**src/rtl/lppce_pkg.sv**
```systemverilog
package lppce_pkg;

    localparam int COLOR_W      = 8;
    localparam int PROD_W       = 16;
    localparam int CODE_W       = 10;
    localparam int WORD_W       = 3 * COLOR_W;
    localparam int BITS_PER_LED = 24;
    localparam int CNT_W        = 5;
    localparam int APB_DATA_W   = 32;
    localparam int APB_ADDR_W   = 3;

    localparam logic [CODE_W-1:0] ONE_CODE_RST  = 10'd183;
    localparam logic [CODE_W-1:0] ZERO_CODE_RST = 10'd83;
    localparam logic [PROD_W-1:0] ROUND_BIAS    = 16'd127;
    localparam logic [PROD_W-1:0] DIV_BASE      = 16'd255;

    // Register map, selected by paddr[2]
    typedef enum logic {
        REG_ONE_CODE  = 1'b0,
        REG_ZERO_CODE = 1'b1
    } t_lppce_reg;

    // Load enables of the scaling stages
    typedef struct packed {
        logic ld2;
        logic ld3;
        logic ld4;
    } t_lppce_adv;

endpackage

```
**src/rtl/lppce_scaler.sv**
```systemverilog
module lppce_scaler (
    input  logic                          i_clk,
    input  lppce_pkg::t_lppce_adv         i_adv,
    input  logic [lppce_pkg::COLOR_W-1:0] i_level,
    input  logic [lppce_pkg::COLOR_W-1:0] i_bright,
    output logic [lppce_pkg::COLOR_W-1:0] o_scaled
);
    import lppce_pkg::*;

    logic [PROD_W-1:0]  r_prod2;
    logic [PROD_W-1:0]  r_prod3;
    logic [COLOR_W-1:0] r_quot3;
    logic [COLOR_W-1:0] r_quot4;
    logic [PROD_W-1:0]  n_sum;
    logic [PROD_W-1:0]  n_back;
    logic [PROD_W-1:0]  n_rem;

    // Stage 2: rounded product c*b + 127
    always_ff @(posedge i_clk) begin
        if (i_adv.ld2) begin
            r_prod2 <= (PROD_W'(i_level) * PROD_W'(i_bright)) + ROUND_BIAS;
        end
    end

    // Stage 3: quotient estimate p*257/65536, low by at most one
    assign n_sum = r_prod2 + {{COLOR_W{1'b0}}, r_prod2[PROD_W-1:COLOR_W]};

    always_ff @(posedge i_clk) begin
        if (i_adv.ld3) begin
            r_prod3 <= r_prod2;
            r_quot3 <= n_sum[PROD_W-1:COLOR_W];
        end
    end

    // Stage 4: remainder check and correction
    assign n_back = {r_quot3, {COLOR_W{1'b0}}} - {{COLOR_W{1'b0}}, r_quot3};
    assign n_rem  = r_prod3 - n_back;

    always_ff @(posedge i_clk) begin
        if (i_adv.ld4) begin
            if (n_rem >= DIV_BASE) begin
                r_quot4 <= COLOR_W'(r_quot3 + 1'b1);
            end else begin
                r_quot4 <= r_quot3;
            end
        end
    end

    assign o_scaled = r_quot4;

endmodule

```
**src/rtl/led_pixel_pwm_code_encoder.sv**
```systemverilog
// LED pixel PWM code encoder.
// Input channel (i_in_valid / o_in_ready): one LED per transaction, with red,
// green and blue levels, a brightness and a last-LED-of-frame flag.
// Each color is scaled to round(c*brightness/255) in a four-stage pipeline
// (input register, multiply, quotient estimate, remainder correction).
// Output channel (o_out_valid / i_out_ready): 24 compare codes per LED, MSB
// of {red, green, blue} first; o_led_done marks the 24th code and
// o_frame_done marks the 24th code of the frame's last LED.
// An LED's first code passes the input, multiply, quotient and correction
// registers, then the code register. Throughput: one code per cycle while the
// receiver is ready, set by the single output serializer; the next LED's first
// code follows the previous LED's last code with no gap.
// Up to four further LEDs wait in the pipeline while the serializer works.
// A stalled receiver holds the current code; the pipeline fills and then
// o_in_ready drops. Nothing is lost or repeated.
// Reset (synchronous, active low) empties the pipeline and serializer and
// loads the code registers with 183 (one bit) and 83 (zero bit).
// APB: offset 0x0 one-bit code, 0x4 zero-bit code; write only when idle.
module led_pixel_pwm_code_encoder (
    input  logic                             i_clk,
    input  logic                             i_rst_n,
    // input channel
    input  logic                             i_in_valid,
    output logic                             o_in_ready,
    input  logic [lppce_pkg::COLOR_W-1:0]    i_red_level,
    input  logic [lppce_pkg::COLOR_W-1:0]    i_green_level,
    input  logic [lppce_pkg::COLOR_W-1:0]    i_blue_level,
    input  logic [lppce_pkg::COLOR_W-1:0]    i_led_brightness,
    input  logic                             i_frame_last_led,
    // output channel
    output logic                             o_out_valid,
    input  logic                             i_out_ready,
    output logic [lppce_pkg::CODE_W-1:0]     o_compare_code,
    output logic                             o_led_done,
    output logic                             o_frame_done,
    // configuration port
    input  logic                             psel,
    input  logic                             penable,
    input  logic                             pwrite,
    input  logic [lppce_pkg::APB_ADDR_W-1:0] paddr,
    input  logic [lppce_pkg::APB_DATA_W-1:0] pwdata,
    output logic [lppce_pkg::APB_DATA_W-1:0] prdata,
    output logic                             pready
);
    import lppce_pkg::*;

    localparam logic [CNT_W-1:0] LAST_BIT = CNT_W'(BITS_PER_LED - 1);

    logic [CODE_W-1:0]  r_one_code;
    logic [CODE_W-1:0]  r_zero_code;
    t_lppce_reg         n_reg_sel;
    logic               n_cfg_wr;

    logic               r_v1, r_v2, r_v3, r_v4;
    logic [COLOR_W-1:0] r_s1_red, r_s1_green, r_s1_blue, r_s1_bright;
    logic               r_s1_last, r_s2_last, r_s3_last, r_s4_last;
    logic               n_en1, n_en2, n_en3, n_en4;
    t_lppce_adv         n_adv;
    logic [COLOR_W-1:0] n_red_q, n_green_q, n_blue_q;
    logic [WORD_W-1:0]  n_word;

    logic               r_out_valid;
    logic [WORD_W-1:0]  r_word;
    logic [CNT_W-1:0]   r_cnt;
    logic [CODE_W-1:0]  r_code;
    logic               r_led_done;
    logic               r_frame;
    logic               n_ser_take;

    // APB register file
    assign pready    = 1'b1;
    assign n_reg_sel = t_lppce_reg'(paddr[2]);
    assign n_cfg_wr  = psel && penable && pwrite && pready;

    always_ff @(posedge i_clk) begin
        if (!i_rst_n) begin
            r_one_code  <= ONE_CODE_RST;
            r_zero_code <= ZERO_CODE_RST;
        end else if (n_cfg_wr) begin
            unique case (n_reg_sel)
                REG_ONE_CODE:  r_one_code  <= pwdata[CODE_W-1:0];
                REG_ZERO_CODE: r_zero_code <= pwdata[CODE_W-1:0];
                default: ;
            endcase
        end
    end

    always_comb begin
        unique case (n_reg_sel)
            REG_ONE_CODE:  prdata = APB_DATA_W'(r_one_code);
            REG_ZERO_CODE: prdata = APB_DATA_W'(r_zero_code);
            default:       prdata = '0;
        endcase
    end

    // Stall chain: each stage moves when the one after it can take data
    assign n_ser_take = !r_out_valid || (i_out_ready && r_led_done);
    assign n_en4      = !r_v4 || n_ser_take;
    assign n_en3      = !r_v3 || n_en4;
    assign n_en2      = !r_v2 || n_en3;
    assign n_en1      = !r_v1 || n_en2;
    assign o_in_ready = n_en1;

    assign n_adv.ld2 = n_en2 && r_v1;
    assign n_adv.ld3 = n_en3 && r_v2;
    assign n_adv.ld4 = n_en4 && r_v3;

    // Pipeline valid bits
    always_ff @(posedge i_clk) begin
        if (!i_rst_n) begin
            r_v1 <= 1'b0;
            r_v2 <= 1'b0;
            r_v3 <= 1'b0;
            r_v4 <= 1'b0;
        end else begin
            if (n_en1) r_v1 <= i_in_valid;
            if (n_en2) r_v2 <= r_v1;
            if (n_en3) r_v3 <= r_v2;
            if (n_en4) r_v4 <= r_v3;
        end
    end

    // Stage 1: input register
    always_ff @(posedge i_clk) begin
        if (n_en1 && i_in_valid) begin
            r_s1_red    <= i_red_level;
            r_s1_green  <= i_green_level;
            r_s1_blue   <= i_blue_level;
            r_s1_bright <= i_led_brightness;
            r_s1_last   <= i_frame_last_led;
        end
    end

    // Frame flag travels alongside the scaled colors
    always_ff @(posedge i_clk) begin
        if (n_adv.ld2) r_s2_last <= r_s1_last;
        if (n_adv.ld3) r_s3_last <= r_s2_last;
        if (n_adv.ld4) r_s4_last <= r_s3_last;
    end

    lppce_scaler u_scale_red (
        .i_clk    (i_clk),
        .i_adv    (n_adv),
        .i_level  (r_s1_red),
        .i_bright (r_s1_bright),
        .o_scaled (n_red_q)
    );

    lppce_scaler u_scale_green (
        .i_clk    (i_clk),
        .i_adv    (n_adv),
        .i_level  (r_s1_green),
        .i_bright (r_s1_bright),
        .o_scaled (n_green_q)
    );

    lppce_scaler u_scale_blue (
        .i_clk    (i_clk),
        .i_adv    (n_adv),
        .i_level  (r_s1_blue),
        .i_bright (r_s1_bright),
        .o_scaled (n_blue_q)
    );

    assign n_word = {n_red_q, n_green_q, n_blue_q};

    // Output serializer: one code per output transaction, MSB first
    always_ff @(posedge i_clk) begin
        if (!i_rst_n) begin
            r_out_valid <= 1'b0;
            r_cnt       <= '0;
            r_led_done  <= 1'b0;
        end else if (n_ser_take) begin
            r_out_valid <= r_v4;
            if (r_v4) begin
                r_word     <= {n_word[WORD_W-2:0], 1'b0};
                r_code     <= n_word[WORD_W-1] ? r_one_code : r_zero_code;
                r_cnt      <= '0;
                r_led_done <= 1'b0;
                r_frame    <= r_s4_last;
            end
        end else if (i_out_ready) begin
            r_word     <= {r_word[WORD_W-2:0], 1'b0};
            r_code     <= r_word[WORD_W-1] ? r_one_code : r_zero_code;
            r_cnt      <= CNT_W'(r_cnt + 1'b1);
            r_led_done <= (CNT_W'(r_cnt + 1'b1) == LAST_BIT);
        end
    end

    assign o_out_valid    = r_out_valid;
    assign o_compare_code = r_code;
    assign o_led_done     = r_led_done;
    assign o_frame_done   = r_led_done && r_frame;

endmodule

```
**config.mk**
```make
export PLATFORM = sky130hd
export DESIGN_NAME = led_pixel_pwm_code_encoder
export DESIGN_NICKNAME = d
export VERILOG_FILES = /design/src/rtl/lppce_pkg.sv /design/src/rtl/lppce_scaler.sv /design/src/rtl/led_pixel_pwm_code_encoder.sv
export SDC_FILE = /design/constraint.sdc
export NUM_CORES = 1
export LEC_CHECK = 0
export BUFFER_PORTS_ARGS = -buffer_cell sky130_fd_sc_hd__buf_2
export CORE_MARGIN = 2
export CORE_UTILIZATION = 46
export CTS_BUF_LIST = sky130_fd_sc_hd__clkbuf_16
export CTS_CLUSTER_DIAMETER = 60
export DETAILED_ROUTE_END_ITERATION = 7
export PLACE_DENSITY_LB_ADDON = 0.3
export SETUP_SLACK_MARGIN = 0.02
export SLEW_MARGIN = 20
export SYNTH_ARGS = -nofsm -noshare
export SYNTH_HDL_FRONTEND = slang
export SYNTH_HIERARCHICAL = 1
export SYNTH_SLANG_ARGS = --single-unit
```
**constraint.sdc**
```tcl
create_clock -name i_clk -period 5.9 [get_ports i_clk]
set_input_delay 1.18 -clock i_clk [delete_from_list [all_inputs] [get_ports i_clk]]
set_output_delay 1.18 -clock i_clk [all_outputs]
set_load 0.01 [all_outputs]
```
==> impl_metrics.env <==
export IMPL_post_cts_buffers=0
export IMPL_hold_buffers=0
export IMPL_cts_made_buffers=29
export IMPL_ys_ff_latch=245
export IMPL_grt_max_degree=50
export IMPL_start_util=0.467
export IMPL_place_ws_ps=532
export IMPL_ir_drop_v=0.000250
export IMPL_core_area_um2=42000
export IMPL_multiInputGateArea_um2=11300
export IMPL_nFillCells=3722
export IMPL_die_w_um=211
export IMPL_portBuffers=74
export IMPL_cpMaxStageDelayCell="edfxtp_1"
export IMPL_startpoint_type="flop"
export IMPL_status="completed"
export IMPL_crit_cells=17
export IMPL_yosysWarnings=6
export IMPL_clock_fmax_ghz=0.186
export IMPL_antenna_found_initial=0
export IMPL_pin_count=122
export IMPL_antenna_left=0
export IMPL_place_hpwl_mm=28.2
export IMPL_cts_buffer_depth=3
export IMPL_final_cell_count_no_fill=2503
export IMPL_syn_area_per_cell_um2=10.6
export IMPL_register_area_um2=7050
export IMPL_skew_ps=10.8
export IMPL_ctsResizeCount=0
export IMPL_worstPathArrival_ps=5680
export IMPL_crit_type="reg -> reg"
export IMPL_syn_area_um2=19600
export IMPL_grt_ovfl_total=0
export IMPL_clkTransAtPathRegs_ps=60
export IMPL_async_reset_ff_frac=0
export IMPL_drt_iter0_drc=776
export IMPL_cap_violations=0
export IMPL_worst_path_buf_inv=3
export IMPL_routed_wirelength_mm=36.8
export IMPL_crit_family="adder cells"
export IMPL_hp_class="reg -> reg"
export IMPL_tightest_slew_ps=1030
export IMPL_synthFlopType="edfxtp_1"
export IMPL_placed_area_um2=20600
export IMPL_rsz0062_at_grt="false"
export IMPL_setup_ws_ps=527
export IMPL_area_growth_pct=9.45
export IMPL_crit_chain="nand2_1 -> fa_1 -> inv_1 -> ha_1 -> fa_1 -> inv_1 -> fa_1 -> inv_1 -> ha_1 -> a21oi_1 -> nand2b_1 -> a21boi_1 -> o311a_1 -> a2111oi_2 -> nor3b_1 -> nor3_1 -> xnor2_1"
export IMPL_tns_ps=0
export IMPL_cts_tree="done"
export IMPL_fp_dieH_um=211
export IMPL_slew_headroom=0.312
export IMPL_drv_slew=0
export IMPL_dr_pass1_iters=5
export IMPL_dieArea_um2=44300
export IMPL_ys_seq_area_frac=0.359
export IMPL_path_max_fanout=24
export IMPL_htreeDepth=1
export IMPL_cp_required_ps=6210
export IMPL_wl_per_cell_um=14.7
export IMPL_grt_pass1_vias=12900
export IMPL_drc_errors=0
export IMPL_nets=2358
export IMPL_rows=75
export IMPL_grt_pass1_wl_mm=62.2
export IMPL_globalRouteTotalUtil=0.169
export IMPL_layout_commonest_cell="inv_1"
export IMPL_fin_crit_ps=5370
export IMPL_antenna_cells=0
export IMPL_dp_cells=2450
export IMPL_layout_drive_gt1_share=0.105
export IMPL_vias=13000
export IMPL_finalHoldViolCount=0
export IMPL_clk_latency_ps=560
export IMPL_via_per_inst=5.17
export IMPL_synth_cells=1852
export IMPL_leakagePower_nw=9.57
export IMPL_design_area_um2=21500
export IMPL_reg2regPathDepth=17
export IMPL_hold_depth=0
export IMPL_gp_congestion=0.848
export IMPL_finalCritPeriodShare=0.911
export IMPL_end_kind="flop"
export IMPL_final_cell_mix="inv_1, ha_1, edfxtp_1"
export IMPL_p_per_area_nw_per_um2=397
export IMPL_setup_viol=0
export IMPL_ys_types=93
export IMPL_synth_edff_count=214
export IMPL_critPathMaxStageDelay_ps=890
export IMPL_root_buffer="clkbuf_16"
export IMPL_cts_sinks=245
final timing paths:
path	from	endpoint	slack (ps)
worst max register to register	r_s1_bright[1]	u_scale_blue/r_prod2[15]	530
worst min-delay path	r_s4_last	r_frame	420
worst min register to register	r_s4_last	r_frame	420
worst max-delay path	r_s1_bright[1]	u_scale_blue/r_prod2[15]	530
worst register-to-register path: cells and delay by family (launching register included):
| family | cells | cell delay, ps |
|---|---|---|
| XOR/XNOR | 1 | 110 |
| AND/OR/NAND/NOR | 4 | 660 |
| AO/OA/AOI/OAI | 4 | 1170 |
| adder cells (fa/ha/maj) | 5 | 2150 |
| flip-flops | 1 | 890 |
| buffers and inverters | 3 | 130 |
registers in the layout (all words and copies together), names as in the netlist, 10 cells and up:
signal                 flops
u_scale_blue/r_prod3      16
r_word                    23
o_compare_code            10
r_zero_code               10
u_scale_red/r_prod3       16
u_scale_green/r_prod3     16
u_scale_red/r_prod2       16
u_scale_blue/r_prod2      16
u_scale_green/r_prod2     16
r_one_code                10
synthesized netlist by cell type (all sizes together) (6+ instances only):
master | number | area share
dfxtp | 31 | 0.032
clkbuf | 16 | 0.0032
a21o | 13 | 0.0050
a31oi | 12 | 0.0038
nor2b | 20 | 0.0065
fa | 126 | 0.13
nor3 | 22 | 0.0064
o21a | 22 | 0.0085
nand2b | 11 | 0.0036
edfxtp | 214 | 0.33
and2 | 118 | 0.038
nand2 | 182 | 0.035
o21ai | 38 | 0.0099
mux2 | 45 | 0.026
nor3b | 6 | 0.0023
a311oi | 6 | 0.0027
a21oi | 58 | 0.016
xor2 | 22 | 0.0098
inv | 285 | 0.055
a21boi | 17 | 0.0071
nor4 | 9 | 0.0029
nand4 | 15 | 0.0051
nand3 | 38 | 0.010
buf | 32 | 0.012
a211oi | 12 | 0.0046
and4 | 9 | 0.0040
a31o | 6 | 0.0027
a2111oi | 6 | 0.0036
xnor2 | 80 | 0.036
ha | 215 | 0.14
nor2 | 63 | 0.012
and3 | 16 | 0.0051
mux2i | 8 | 0.0054
layout make-up:
| class | instances | share of cell area |
|---|---|---|
| clock buffer | 29 | 0.0338 |
| clock inverter | 24 | 0.00886 |
| multi-input combinational | 1294 | 0.526 |
| sequential | 245 | 0.328 |
| tap | 539 | 0.0314 |
| inverter | 286 | 0.0500 |
| timing repair buffer | 86 | 0.0214 |
cell families after synthesis:
| logic type | after synthesis | synth area share |
|---|---|---|
| XOR/XNOR | 102 | 0.0455 |
| flip-flops | 245 | 0.359 |
| adder cells (fa/ha/maj) | 341 | 0.266 |
| other | 2 | 0.000383 |
| buffers and inverters | 334 | 0.0699 |
| multiplexers | 54 | 0.0327 |
| AO/OA/AOI/OAI | 245 | 0.0876 |
| AND/OR/NAND/NOR | 529 | 0.139 |
per-layer routing:
metal,vias to the layer above,wire length (µm),global-route usage,part of all wire
met1,6166,17400,0.230,0.47
met2,265,17200,0.289,0.47
met5,-,0,0,0
li1,6477,-,-,-
met4,0,636,0.0350,0.017
met3,42,1530,0.0249,0.042
where the power goes:
group          switching (mW)  internal [mW]  leakage, nW
Sequential              0.231           2.37         2.25
Combinational            2.30           1.91         6.86
Clock                   0.713          0.986        0.473
per-stage QoR:
stage | hold slack [ps] | util | power (mW)
floorplan | 400 | - | 5.98
global placement | 403 | 0.489 | 6.74
detailed placement | 406 | 0.489 | 6.85
CTS | 419 | 0.511 | 8.60
global route | 432 | 0.511 | 9.34
finish | 417 | 0.511 | 8.51
Note: power is estimated with default switching activity, not from simulation.
